--- config.mk ---
export PLATFORM = sky130hd
export DESIGN_NAME = lbtk_ctrl
export DESIGN_NICKNAME = d
export VERILOG_FILES = /design/src/rtl/lbtk_pkg.sv /design/src/rtl/lbtk_ctrl.sv
export SDC_FILE = /design/constraint.sdc
export NUM_CORES = 1
export LEC_CHECK = 0
export BUFFER_PORTS_ARGS = -buffer_cell sky130_fd_sc_hd__buf_2
export CAP_MARGIN = 20
export CORE_AREA = 2 2 39 41
export CTS_CLUSTER_SIZE = 25
export DETAILED_ROUTE_END_ITERATION = 8
export DIE_AREA = 0 0 41 43
export HOLD_SLACK_MARGIN = 0.06
export MAX_ROUTING_LAYER = met4
export SLEW_MARGIN = 20
export SYNTH_ARGS = -nofsm -noshare
export SYNTH_HDL_FRONTEND = slang
export SYNTH_SLANG_ARGS = --single-unit
--- constraint.sdc ---
create_clock -name clk -period 2.58 [get_ports clk]
set_clock_uncertainty 0.15 [all_clocks]
set_input_delay 0.129 -clock clk [delete_from_list [all_inputs] [get_ports clk]]
set_output_delay 0.129 -clock clk [all_outputs]
set_load 0.01 [all_outputs]
--- src/rtl/lbtk_pkg.sv ---
// Shared types and constants for the light budget top-k selector.
// Used by lbtk_ctrl, lbtk_datapath and light_budget_top_k_select.
`timescale 1ns / 1ps

package lbtk_pkg;

    localparam logic [30:0] REACH_FLOOR = 31'd66;
    localparam int KEY_W = 48;
    localparam logic [KEY_W-1:0] KEY_MAX = {KEY_W{1'b1}};

    localparam logic [1:0] CFG_CAMERA_X = 2'd0;
    localparam logic [1:0] CFG_CAMERA_Y = 2'd1;
    localparam logic [1:0] CFG_CAMERA_Z = 2'd2;

    localparam logic RESULT_LOSER = 1'b0;
    localparam logic RESULT_KEPT  = 1'b1;

    // Commands from the controller to the datapath.
    typedef struct packed {
        logic load;       // capture the request and start the distance math
        logic sq_step;    // compute squares and sum
        logic div_start;  // start the key divider
        logic insert;     // apply the insertion to the store
        logic emit_loser; // load the loser notice into the output register
        logic emit_kept;  // load the kept entry at the read index
        logic clear;      // clear store at frame end
    } lbtk_cmd_t;

    // Status from the datapath to the controller.
    typedef struct packed {
        logic div_done;
        logic lose;
        logic fend;
        logic last_kept;  // every kept entry has been loaded for output
        logic any_kept;
    } lbtk_stat_t;

endpackage

--- src/rtl/lbtk_ctrl.sv ---
// Controller state machine for the light budget top-k selector.
// Depends on lbtk_pkg; drives lbtk_datapath through lbtk_cmd_t.
`timescale 1ns / 1ps

module lbtk_ctrl
    import lbtk_pkg::*;
(
    input  logic       clk,
    input  logic       rst_n,
    input  logic       in_fire,
    input  logic       out_fire,
    input  lbtk_stat_t stat,
    output logic       in_ready,
    output logic       out_valid,
    output lbtk_cmd_t  cmd
);

    typedef enum logic [2:0] {
        ST_IDLE,
        ST_SQ,
        ST_DIVSTART,
        ST_DIV,
        ST_INSERT,
        ST_LOSER,
        ST_KEPT,
        ST_WAIT
    } state_t;

    state_t state_reg, state_next;
    logic   out_valid_reg, out_valid_next;
    // Whether the waiting result is a kept entry (so more may follow).
    logic   kept_phase_reg, kept_phase_next;

    assign in_ready  = (state_reg == ST_IDLE);
    assign out_valid = out_valid_reg;

    always_comb
    begin
        state_next      = state_reg;
        out_valid_next  = out_valid_reg;
        kept_phase_next = kept_phase_reg;
        cmd             = '0;
        case (state_reg)
            ST_IDLE:
            begin
                if (in_fire)
                begin
                    cmd.load   = 1'b1;
                    state_next = ST_SQ;
                end
            end
            ST_SQ:
            begin
                cmd.sq_step = 1'b1;
                state_next  = ST_DIVSTART;
            end
            ST_DIVSTART:
            begin
                cmd.div_start = 1'b1;
                state_next    = ST_DIV;
            end
            ST_DIV:
            begin
                if (stat.div_done)
                    state_next = ST_INSERT;
            end
            ST_INSERT:
            begin
                cmd.insert = 1'b1;
                if (stat.lose)
                    state_next = ST_LOSER;
                else if (stat.fend)
                    state_next = ST_KEPT;
                else
                    state_next = ST_IDLE;
            end
            ST_LOSER:
            begin
                cmd.emit_loser  = 1'b1;
                out_valid_next  = 1'b1;
                kept_phase_next = 1'b0;
                state_next      = ST_WAIT;
            end
            ST_KEPT:
            begin
                cmd.emit_kept   = 1'b1;
                out_valid_next  = 1'b1;
                kept_phase_next = 1'b1;
                state_next      = ST_WAIT;
            end
            ST_WAIT:
            begin
                if (out_fire)
                begin
                    out_valid_next = 1'b0;
                    if (!kept_phase_reg && stat.fend && stat.any_kept)
                        state_next = ST_KEPT;
                    else if (kept_phase_reg && !stat.last_kept)
                        state_next = ST_KEPT;
                    else
                    begin
                        cmd.clear  = stat.fend;
                        state_next = ST_IDLE;
                    end
                end
            end
            default:
            begin
                state_next = ST_IDLE;
            end
        endcase
    end

    always_ff @(posedge clk or negedge rst_n)
    begin
        if (!rst_n)
        begin
            state_reg      <= ST_IDLE;
            out_valid_reg  <= 1'b0;
            kept_phase_reg <= 1'b0;
        end
        else
        begin
            state_reg      <= state_next;
            out_valid_reg  <= out_valid_next;
            kept_phase_reg <= kept_phase_next;
        end
    end

    a_ready_idle : assert property (@(posedge clk) disable iff (!rst_n)
        out_valid_reg |-> !in_ready)
        else $error("input taken while a result waits");
    a_valid_hold : assert property (@(posedge clk) disable iff (!rst_n)
        (out_valid_reg && !out_fire) |=> out_valid_reg)
        else $error("result dropped before taken");
    a_wait_valid : assert property (@(posedge clk) disable iff (!rst_n)
        (state_reg == ST_WAIT) |-> out_valid_reg)
        else $error("waiting with no result");

endmodule

* Word-level counts from Yosys, hierarchy flattened
Index checks and enable logic that the tools add are counted.
** Cells by class
- Eq/ne operators :: 10
- Mux-type cells :: 22
- Reductions and logical operators :: 11
** Operator list (count)
- $mux 3 :: 7
- $pmux 3 s7 :: 1
- $eq 3x3->1 const B :: 4
- $mux 1 :: 12
- $eq 3x2->1 const B :: 2
- $ne 2x2->1 const B :: 3
- $pmux 1 s2 :: 2
- $reduce_bool 2->1 :: 2
- $eq 3x1->1 const B :: 1
- $logic_and 1x1->1 :: 3
- $logic_not 3->1 :: 1
- $reduce_and 3->1 :: 1
- $logic_not 1->1 :: 2
- $reduce_and 2->1 :: 1
- $reduce_or 2->1 :: 1
** Word-level totals
- Register bits :: 5
- Bits of input ports :: 9
- Output and inout port bits :: 9
- Word-level logic and storage cells :: 46

* Logic depth before layout (Yosys ltp)
Gate-level depths: netlist (run 1).
- Word-level depth :: 6
- Depth in mapped cells :: 4
- Depth with buffers taken out :: 3

* Worst setup path before layout (run 1)
Ideal clock, no wire load.
- Path type :: reg-to-output
- Start point :: register state_reg[1]
- End point :: output port cmd[6] in the netlist's numbering
- Arrival time :: 1036 ps
- Data required time :: 2301 ps
- Setup slack :: 1265 ps
- Stages on the path, launching flop included :: 5
- Cell sequence :: dfrtp_1 buf_6 or2_4 nor2_4 and2_1
** RTL lines
- from (decl) :: line lbtk_ctrl.sv:29 : state_t state_reg, state_next;
- from (signal assigned) :: line lbtk_ctrl.sv:124 : state_reg <= state_next;
- to (decl) :: line lbtk_ctrl.sv:15 : output lbtk_cmd_t cmd

==> results summary, run 1 <==
The die is 41 um wide. In the final layout, the multi-input gates occupy 205 um2. The initial antenna violation count is 0. The total via count after detailed routing is 370. Of all nets on the critical path, the largest fanout is 13. The top-level I/O count came out at 18. The area added between synthesis and finish came out at 34.9%.

The clock drives 5 sinks. The register with the most flip-flops in the layout has 3 of them. The number of port buffers came out at 17.

The total of cells resized after clock tree synthesis came out at 0. The share of total power in sequential cells is 36.9%. The storage element area is 125 um2.

The number of inserted filler cells in the final layout is 146. The via count of the first global-routing pass came out at 318. The worst path needs 1.71 ns of the cycle, external delays included. In the final routed layout, each cell accounts on average for 11.0 um.

The worst-skew pair later-pin latency came out at 0.24 ns. The pin count of the biggest net entering global routing came out at 14. The root buffer cell chosen for the clock tree is sky130_fd_sc_hd__clkbuf_4. Setup repair after global routing left no endpoint under its margin. For the worst setup path, the data required time is 2.30 ns. The switching power as a share of total power came out at 41.7%. The net count of the finished layout is 73. In this run the core area contains 14 standard-cell rows. The final number of setup-violating endpoints is 0. The power per standard cell area is 941 nW/um2.

The origin of the worst setup path is state_reg[2]. The critical path is of the reg2out type. The final design area excluding fillers came out at 503 um2. The count of hold-fix buffers inserted at cts is 3.

Yosys printed 0 warnings. From bottom edge to top edge, the die measures 43 um. Counting every instance in the synthesized netlist gives 43. The synthesized area per cell is 8.67 um2. The startpoint identified for the worst register-to-register timing path is state_reg[2]. The min-delay analysis places its worst path in the category in2async. In this run the static leakage power is 0.000260 uW. Power comes to 473 uW. The core region is 1380 um2. Counting flops and latches in the post-synthesis netlist gives 5. The final core utilization came out at 36.3%. The detailed-placement wirelength estimate is 667 um.

The post-route fraction of the period consumed by the critical path came out at 66.3%. Adding up every negative setup slack in the final design gives 0 ns. The transition time at the pin with the least slew margin came out at 0.378 ns.

The worst max-slew margin expressed relative to the limit is 74.8%. For this configuration, the core starts out at a cell density of 26.9%. The type of element launching the critical path is a flop. Leaving out filler cells and counting taps, the final layout contains 79. Counting tap cells, the placed design contains a total of 72 instances. The fraction of power consumed by combinational cells is 44.0%. The floorplan die area came out at 1760 um2.

The number of antenna-violating nets in the routed design is 0. The first-pass GRT wire length came out at 1430 um. The worst voltage drop across the vdd grid is 0.449 mV.

For this design the total switching power over the nets is 197 uW. The post-synthesis sequential area ratio is 33.6%. The clock slew seen by the registers of the worst setup and hold paths is 0.04 ns. TritonCTS built the clock tree. The placer congestion estimate came out at 0.773. The aggregate global-route resource usage came out at 12.6%. For this run, design rule violations remaining after detail routing come to 0. The placed instance area is 447 um2. Max-cap violations in this run came to 0. The cell area after synthesis is 373 um2. The iteration count of the initial detailed-routing pass is 4. Post-CTS timing repair inserted 0 buffers for setup. Of the cells placed in the final design, the portion with a size suffix greater than 1 is 36.5%.

The flow ran to the end, and the final reports show no timing, DRC or antenna violations. The worst-case clock buffer depth is 2. The arrival time reported for the critical path endpoint is 1.43 ns.

Based on the critical path, the design can be clocked at up to 585 MHz. The maximum level of the CTS H-tree is 1. The detailed router finished its first iteration with 15 violations. The internal power of the cells totals 276 uW. The post-synthesis net count came out at 52. The final routed wirelength across all metal layers came out at 868 um. The number of hold violations in the final report is 0. The worst setup path is captured at an output port. The number of slew-limit violations in the final report came out at 0. The number of distinct standard cells referenced by the synthesized netlist came out at 25. The final global-route overflow total came out at 0. The number of antenna diodes in the final layout is 0. The via density per instance came out at 4.68. The clock share of power is 19.1%. The clock buffer count from CTS is 3.
-- through the flow --
stage          hold slack [ns]  worst slack (ns)
3_3_place_gp            -0.202              1.16
5_1_grt                 0.0811             0.748
2_1_floorplan           -0.317              1.27
6_report                0.0780             0.870
4_1_cts                 0.0693             0.865
3_5_place_dp            -0.201              1.12
-- cells by family after synthesis --
| group | count (synthesis) | synth area share, % |
|---|---|---|
| flops | 5 | 33.6 |
| simple gates | 19 | 30.9 |
| compound gates | 12 | 24.2 |
| buf+inv | 7 | 11.4 |
-- worst max-delay path, stage by stage, from the launching register on --
cell and delay [ns]:
sky130_fd_sc_hd__dfrtp_1 0.56, sky130_fd_sc_hd__inv_1 0.16, sky130_fd_sc_hd__nor3b_1 0.28, sky130_fd_sc_hd__buf_2 0.18
-- final cells by class --
| cell class | count | area share, % |
|---|---|---|
| multi-input combinational | 31 | 40.8 |
| sequential | 5 | 24.9 |
| timing repair buffer | 20 | 22.9 |
| clock buffer | 4 | 5.22 |
| tap | 16 | 3.98 |
| inverter | 3 | 2.24 |
-- Yosys cell counts --
library cell / n / share of area, %
sky130_fd_sc_hd__nor2_1: 3 / 3.0
sky130_fd_sc_hd__nand2b_1: 2 / 3.4
sky130_fd_sc_hd__a31oi_1: 2 / 3.4
sky130_fd_sc_hd__a32oi_1: 1 / 2.3
sky130_fd_sc_hd__nand2_1: 3 / 3.0
sky130_fd_sc_hd__or2_4: 1 / 2.3
sky130_fd_sc_hd__o22ai_1: 1 / 1.7
sky130_fd_sc_hd__nor3b_1: 3 / 6.0
sky130_fd_sc_hd__a211oi_2: 1 / 3.4
sky130_fd_sc_hd__buf_4: 2 / 4.0
sky130_fd_sc_hd__a21o_1: 1 / 2.0
sky130_fd_sc_hd__buf_6: 1 / 3.0
sky130_fd_sc_hd__and3_1: 2 / 3.4
sky130_fd_sc_hd__dfrtp_1: 5 / 34
sky130_fd_sc_hd__inv_1: 3 / 3.0
sky130_fd_sc_hd__nand3_1: 1 / 1.3
sky130_fd_sc_hd__a21oi_1: 2 / 2.7
sky130_fd_sc_hd__nand3b_1: 1 / 2.0
sky130_fd_sc_hd__and2_1: 2 / 3.4
sky130_fd_sc_hd__buf_2: 1 / 1.3
sky130_fd_sc_hd__a21boi_0: 1 / 2.0
sky130_fd_sc_hd__o31ai_1: 1 / 2.0
sky130_fd_sc_hd__a211oi_1: 1 / 2.0
sky130_fd_sc_hd__o211a_1: 1 / 2.7
sky130_fd_sc_hd__nor2_4: 1 / 3.0
-- routing by layer --
layer / global-route usage [%] / share of wire [%]
met1: 17.9 / 47
met2: 14.4 / 44
met3: 7.85 / 9.3
met4: 4.00 / 0
met5: - / 0
-- layout by cell type (no fill, tap or decap) --
cell and n:
sky130_fd_sc_hd__buf_2 17, sky130_fd_sc_hd__dfrtp_1 5, sky130_fd_sc_hd__nor3b_1 3, sky130_fd_sc_hd__inv_1 3, sky130_fd_sc_hd__nand2_1 3, sky130_fd_sc_hd__nor2_1 3, sky130_fd_sc_hd__clkbuf_4 3, sky130_fd_sc_hd__dlygate4sd3_1 3
sky130_fd_sc_hd__and3_1 2, sky130_fd_sc_hd__and2_1 2, sky130_fd_sc_hd__nand2b_1 2, sky130_fd_sc_hd__a21oi_1 2, sky130_fd_sc_hd__a31oi_1 2, sky130_fd_sc_hd__or2_4 1, sky130_fd_sc_hd__nand3b_1 1, sky130_fd_sc_hd__o211a_1 1
sky130_fd_sc_hd__nor2_4 1, sky130_fd_sc_hd__o22ai_1 1, sky130_fd_sc_hd__a21o_1 1, sky130_fd_sc_hd__a211oi_2 1, sky130_fd_sc_hd__o31ai_1 1, sky130_fd_sc_hd__nand3_1 1, sky130_fd_sc_hd__a32oi_1 1, sky130_fd_sc_hd__a21boi_0 1
sky130_fd_sc_hd__a211oi_1 1, sky130_fd_sc_hd__clkbuf_1 1
-- path summary, 6_finish.rpt --
kind                                        to  slack [ns]  cells past startpoint
worst max-delay path                    cmd[2]        0.87                      3
worst min-delay path              state_reg[0]        0.08                      2
worst max register to register  kept_phase_reg        1.18                      3
worst min register to register       out_valid        0.41                      2
max in group asynchronous         state_reg[2]        2.07                      2
min in group clk                  state_reg[2]        0.10                      3
-- power groups by stage --
stage / Clock (uW) / Sequential, uW / Combinational, uW
2_1_floorplan: 0 / 134 / 210
3_3_place_gp: 0 / 176 / 206
3_5_place_dp: 0 / 175 / 206
4_1_cts: 94.2 / 174 / 210
5_1_grt: 108 / 185 / 233
6_report: 90.5 / 175 / 208
No activity file was read; power rests on OpenSTA's default activity.
==> run 2, diff against run 1 <==
Clock period 2.58 ns to 1.4 ns, I/O delays scaled along.
==> results summary, run 2 (synthesis gave the netlist of run 1 again) <==
The arrival time reported for the critical path endpoint is 1.25 ns (-0.18 ns). The worst path setup slack after routing is -0.0722 ns (-0.943 ns). The post-route minimum period is 1.47 ns. The number of flip-flops in the largest register is 3 (unchanged). The area added between synthesis and finish came out at 77.2%. The routed wire length per instance came to 12.4 um (+13%).

In this run the most critical hold path is launched from stat[1]. The clock buffer count from CTS is 3 (unchanged). Setup repair after global routing could not meet its margin everywhere. The clock slew seen by the registers of the worst setup and hold paths came out at 0.04 ns (about the same). The worst setup path is of the reg2out kind. The transition time at the pin with the least slew margin is 0.232 ns (-0.146 ns). The number of port buffers came out at 17 (unchanged). The cell count after placement came out at 76 (+5.6%).

The post-route fraction of the period consumed by the critical path is 105%. The number of inserted filler cells in the final layout came out at 134 (-8.2%). The vertical die dimension came to 43 um (unchanged).

The total leakage power came out at 0.000335 uW (+29%). The placer congestion estimate came to 0.768 (-0.57%). The worst-case clock buffer depth came out at 2 (unchanged).

The type of element launching the critical path is a flop. The number of antenna-violating nets in the routed design came out at 0 (unchanged). The endpoint class of the critical path is an output port. The effective utilization at floorplan is 26.9% (unchanged).

The via count of the first global-routing pass is 422 (+33%). The total clock sinks came out at 5 (unchanged). The power per standard cell area is 1780 nW/um2 (+89%). The run finished, with violations left.

The checks that failed: setup timing. The initial antenna violation count is 0 (unchanged). The ratio of cells with drive above 1 in the final layout came out at 51.9% (+15 points).

The worst voltage drop across the vdd grid came out at 0.696 mV (+55%). The first-pass GRT wire length is 1650 um (+15%). The cell at the root of the clock tree is sky130_fd_sc_hd__clkbuf_4.

The post-route non-filler standard cell count is 93 (+18%). The maximum level of the CTS H-tree is 1 (unchanged). The worst-skew pair later-pin latency came to 0.25 ns (about the same). The number of cell instances on the worst register-to-register path is 4 (+1). The critical path's largest stage delay is 0.41 ns (-0.15 ns). The number of hold violations in the final report is 0 (unchanged). The worst setup slack after placement is 0.113 ns (-1.01 ns). Walking the worst path, the cells encountered are or2_4, nor2_4, and2_1, buf_2. The core box area came out at 1380 um2 (unchanged). The worst hold path passes through 4 cells.

The number of rows in the core area is 14 (unchanged). The critical path data required time is 1.18 ns (-1.12 ns). The pin count of the biggest net entering global routing came out at 7 (-7). The antenna diode count is 0 (unchanged). The final number of setup-violating endpoints came to 2 (+2).

The width of the chip is 41 um (unchanged). The via density per instance is 4.67 (-0.36%). The final routed wirelength across all metal layers is 1160 um (+33%). The worst register-to-register path ends at state_reg[1]. The floorplan die area came to 1760 um2 (unchanged). The layout net count is 87 (+19%). The peak fanout along the critical path came out at 5 (-8). The detailed-placement wirelength estimate came to 750 um (+12%). The final global-route overflow total came out at 0 (unchanged). Among all stages on the critical path, the largest delay is contributed by sky130_fd_sc_hd__dfrtp_1. The iteration count of the initial detailed-routing pass came out at 4 (unchanged). The total via count after detailed routing is 434 (+17%). In this run the critical register-to-register path is launched from state_reg[1].

The setup slack of the most critical reg-to-reg path came out at 0.05 ns (-1.13 ns). The aggregate global-route resource usage is 15.2% (+2.6 points). The achievable frequency is 679 MHz. The count of maximum capacitance violations is 0 (unchanged). The remaining routing DRC violations is 0 (unchanged). The worst-case hold slack came out at 0.0884 ns (+0.0103 ns). The worst max-slew margin expressed relative to the limit came to 84.5% (+9.7 points).

The post-route total power is 1180 uW (+150%). TritonCTS built the clock tree. The starting DRC count in detailed routing came out at 6 (-9).

The type of the worst min-delay path is in2reg. The number of slew-limit violations in the final report came out at 0 (unchanged). In this run the worst setup path begins at state_reg[1]. The library cell used most frequently in the layout, excluding fill and tap cells, is sky130_fd_sc_hd__buf_2. In the layout the commonest cells are 17 x sky130_fd_sc_hd__buf_2, 9 x sky130_fd_sc_hd__buf_4, 6 x sky130_fd_sc_hd__dlygate4sd3_1. The path with the worst hold slack has its endpoint at state_reg[2].

The top-level I/O count was 18 (unchanged).
-- run 2: cell count changes in the layout (fill, tap and decap cells not counted), sizes merged --
cell         before  now
buf              17   28
dlygate4sd3       3    6
-- run 2: area by class of cell --
| class | count | area, um2 | share of cell area, % |
|---|---|---|---|
| Multi-Input combinational cell | 31 | 240 | 36.4 |
| Timing Repair Buffer | 34 | 235 | 35.6 |
| Sequential cell | 5 | 128 | 19.3 |
| Clock buffer | 4 | 26.3 | 3.98 |
| Tap cell | 16 | 20.0 | 3.03 |
| Inverter | 3 | 11.3 | 1.70 |
-- run 2: routing by layer --
metal | vias up | track usage [%] | wire, um
met1 | 193 | 15.0 | 460
li1 | 219 | - | -
met5 | - | - | 0
met3 | 4 | 1.57 | 76
met4 | 0 | 14.0 | 50
met2 | 18 | 24.1 | 570
-- run 2: timing repair --
item / 4_1_cts / 5_1_grt
pin swaps: 2 / 5
hold endpoints to repair: 9 / 0
resized for setup: 3 / 7
setup endpoints to repair: 7 / 9
hold buffers: 6 / 0
buffers inserted: 7 / 0
-- run 2: stage by stage --
step | setup TNS, ns | util (%) | instance area, um2
2_1_floorplan | 0 | - | 373
3_5_place_dp | 0 | 34.4 | 477
4_1_cts | -0.121 | 45.0 | 623
6_report | -0.0935 | 47.7 | 661
5_1_grt | -0.215 | 47.7 | 661
3_3_place_gp | 0 | 34.4 | 477
-- run 2: critical path, delay by kind of cell (launching register included) --
family                 cells  cell delay (ns)
DFF                        1             0.41
buffers and inverters      1             0.12
and+or+nand+nor            3             0.48
-- run 2: where the power goes --
group	switching [uW]	internal [uW]	total, uW	leakage [uW]
clock	65.9	108	174	0.0000150
sequential	62.3	215	277	0.0000518
combinational	336	388	724	0.000268
total	464	712	1180	0.000335
-- run 2: how the worst max path moves through the flow --
| stage | to | cells past startpoint |
|---|---|---|
| 3_5_place_dp | kept_phase_reg | 3 |
| 5_1_grt | cmd[6] | 4 |
| 3_3_place_gp | cmd[2] | 3 |
| 4_1_cts | cmd[6] | 4 |
| 6_report | cmd[6] | 4 |
| 2_1_floorplan | kept_phase_reg | 3 |
==> run 3, diff against run 2 <==
Settings changed: GPL_ROUTABILITY_DRIVEN set to 0, SETUP_SLACK_MARGIN set to 0.5.
==> results summary, run 3 (synthesis gave the netlist of run 1 again) <==
The cell at the root of the clock tree is sky130_fd_sc_hd__clkbuf_4. The routed wire length per instance is 12.3 um (-0.86%). The layout net count is 87 (unchanged).

The run finished, with violations left. The total clock sinks is 5 (unchanged). The worst max-slew margin expressed relative to the limit is 84.7% (+0.24 points).

The count of hold-fix buffers inserted at cts came out at 1 (-5). The top-level I/O count came out at 18 (unchanged). The internal power was 791 uW (+11%). The first-pass GRT wire length is 1900 um (+15%). Setup repair after global routing could not meet its margin everywhere.

The floorplan die area came out at 1760 um2 (unchanged). The remaining routing DRC violations is 0 (unchanged). The number of port buffers is 17 (unchanged). The number of hold violations in the final report is 1 (+1).

The number of flip-flops in the largest register is 3 (unchanged). The area of the multi-input gates was 259 um2 (+7.8%). The post-route minimum period is 1.49 ns (+0.0136 ns). The critical path data required time came out at 1.18 ns (about the same). The worst setup path is launched from a flop. The iteration count of the initial detailed-routing pass is 4 (unchanged). The worst-case hold slack is -0.00199 ns (-0.0904 ns).

The clock slew seen by the registers of the worst setup and hold paths is 0.05 ns (about the same). The via density per instance is 4.91 (+5.3%). The vertical die dimension was 43 um (unchanged). The post-route fraction of the period consumed by the critical path came to 106% (+0.97 points). After global routing, the most crowded layer is met2. The detailed-placement wirelength estimate came to 696 um (-7.2%). The total via count after detailed routing was 457 (+5.3%).

The pin count of the biggest net entering global routing is 9 (+2). The worst voltage drop across the vdd grid is 0.882 mV (+27%). The met2 usage in global routing came to 27.5% (+3.4 points). The global routing met3 resource utilization came out at 1.57% (unchanged). The total leakage power came out at 0.000337 uW (+0.57%).

The via count of the first global-routing pass is 475 (+13%). The setup path with the least slack is of type reg2out. The final core utilization is 49.7% (+2.0 points). The ratio of cells with drive above 1 in the final layout is 68.8% (+17 points).

The peak fanout along the critical path is 5 (unchanged). Relative to the synthesized area, the layout overhead comes to 84.6%. The met1 layer usage reported by global route is 17.6% (+2.6 points).

The share of total power in sequential cells is 22.3% (-1.3 points). The worst-case clock buffer depth came to 2 (unchanged). The starting DRC count in detailed routing is 7 (+1). The width of the chip is 41 um (unchanged). The antenna diode count was 0 (unchanged). The initial antenna violation count came out at 0 (unchanged). The storage element area came to 128 um2 (unchanged). The number of slew-limit violations in the final report came to 0 (unchanged). The effective utilization at floorplan came out at 26.9% (unchanged).

The number of rows in the core area is 14 (unchanged). The switching power as a share of total power is 38.5% (-1.0 points). The clock buffer count from CTS is 3 (unchanged). The clock share of power is 13.5% (-1.3 points). The core box area came to 1380 um2 (unchanged). The arrival time reported for the critical path endpoint came out at 1.27 ns (+0.02 ns). The net switching power is 494 uW (+6.5%).

The maximum level of the CTS H-tree came to 1 (unchanged). The number of inserted filler cells in the final layout is 142 (+6.0%). STA classifies the critical path endpoint as an output port.

The final routed wirelength across all metal layers was 1150 um (-0.86%). The checks that failed: hold timing, setup timing. The final global-route overflow total is 0 (unchanged). TritonCTS built the clock tree.

The worst setup slack after placement came out at 0.113 ns (-0.000177 ns). The worst hold path belongs to the class in2reg. The final number of setup-violating endpoints is 5 (+3). The transition time at the pin with the least slew margin is 0.228 ns (-0.00484 ns). Leaving out fill and tap cells, the most frequent cell in the layout is sky130_fd_sc_hd__buf_2.

The number of antenna-violating nets in the routed design is 0 (unchanged). The aggregate global-route resource usage is 16.5% (+1.3 points). The count of maximum capacitance violations is 0 (unchanged). The fraction of power consumed by combinational cells was 64.2% (+2.6 points).

The achievable frequency was 673 MHz (-0.91%). Leaving out fill and tap cells, the most frequent cells in the layout are 15 x sky130_fd_sc_hd__buf_2, 12 x sky130_fd_sc_hd__buf_4, 6 x sky130_fd_sc_hd__buf_6. The worst path setup slack after routing came out at -0.0857 ns (-0.0136 ns). The worst-skew pair later-pin latency is 0.25 ns (about the same).

The power per standard cell area came to 1870 nW/um2 (+5.0%).
==> run 3: changes by cell type in the layout (fill, tap and decap cells not counted), sizes merged <==
| cell | change |
|---|---|
| buf | +5 |
| clkbuf | -1 |
| clkinv | +1 |
| dlygate4sd3 | -5 |
==> run 3: through the flow <==
step	instance area [um2]	instances	total power [uW]	hold WS (ns)	TNS, ns
after floorplan	400	43	679	-0.376	0
after global placement	494	76	794	-0.260	0
after detailed placement	494	76	786	-0.259	0
after CTS	671	92	1240	-0.00409	-0.130
after global routing	688	93	1390	0.0120	-0.478
final	688	93	1290	-0.00199	-0.223
==> run 3: cell type report <==
type | instances | share of cell area, %
clock buffers | 3 | 3.27
clock inverters | 1 | 0.727
inverters | 3 | 1.64
multi-input cells | 31 | 37.6
flip-flops and latches | 5 | 18.5
well taps | 16 | 2.91
repair buffers | 34 | 35.3
==> run 3: power by group through the flow <==
stage	clock (uW)	combinational [uW]	sequential, uW
global placement	0	502	292
finish	174	825	287
detailed placement	0	493	292
global route	199	899	295
floorplan	0	426	252
CTS	180	780	276
==> run 3: routing by layer <==
layer  vias to the layer above  part of all wire (%)  wire, um
met4                         0                   1.2        14
li1                        217                     -         -
met2                        22                    51       580
met1                       216                    41       476
met3                         2                   6.5        75
met5                         -                     0         0
==> run 3: worst max-delay path, cell delays in order, from the launching register on <==
cell	delay (ns)
sky130_fd_sc_hd__dfrtp_2	0.43
sky130_fd_sc_hd__or2_4	0.28
sky130_fd_sc_hd__nor2_4	0.08
sky130_fd_sc_hd__and2_4	0.14
sky130_fd_sc_hd__buf_6	0.09
==> run 3: path summary, 6_finish.rpt <==
| check | slack (ns) | from | cells past startpoint | to |
|---|---|---|---|---|
| min in group asynchronous | 0.02 | rst_n | 2 | kept_phase_reg |
| worst max register to register | 0.03 | state_reg[0] | 4 | state_reg[0] |
| worst min register to register | 0.43 | kept_phase_reg | 2 | kept_phase_reg |
| max in group asynchronous | 0.93 | rst_n | 2 | state_reg[0] |
| worst min-delay path | -0.002 | out_fire | 4 | out_valid |
| worst max-delay path | -0.09 | state_reg[0] | 4 | cmd[6] |
==> run 3: repair_timing <==
action                                 4_1_cts  5_1_grt
resized for setup                           13        3
pin swaps                                    5        5
endpoints found under the hold margin        9        8
setup endpoints to repair                   14       14
setup buffers                               11        1
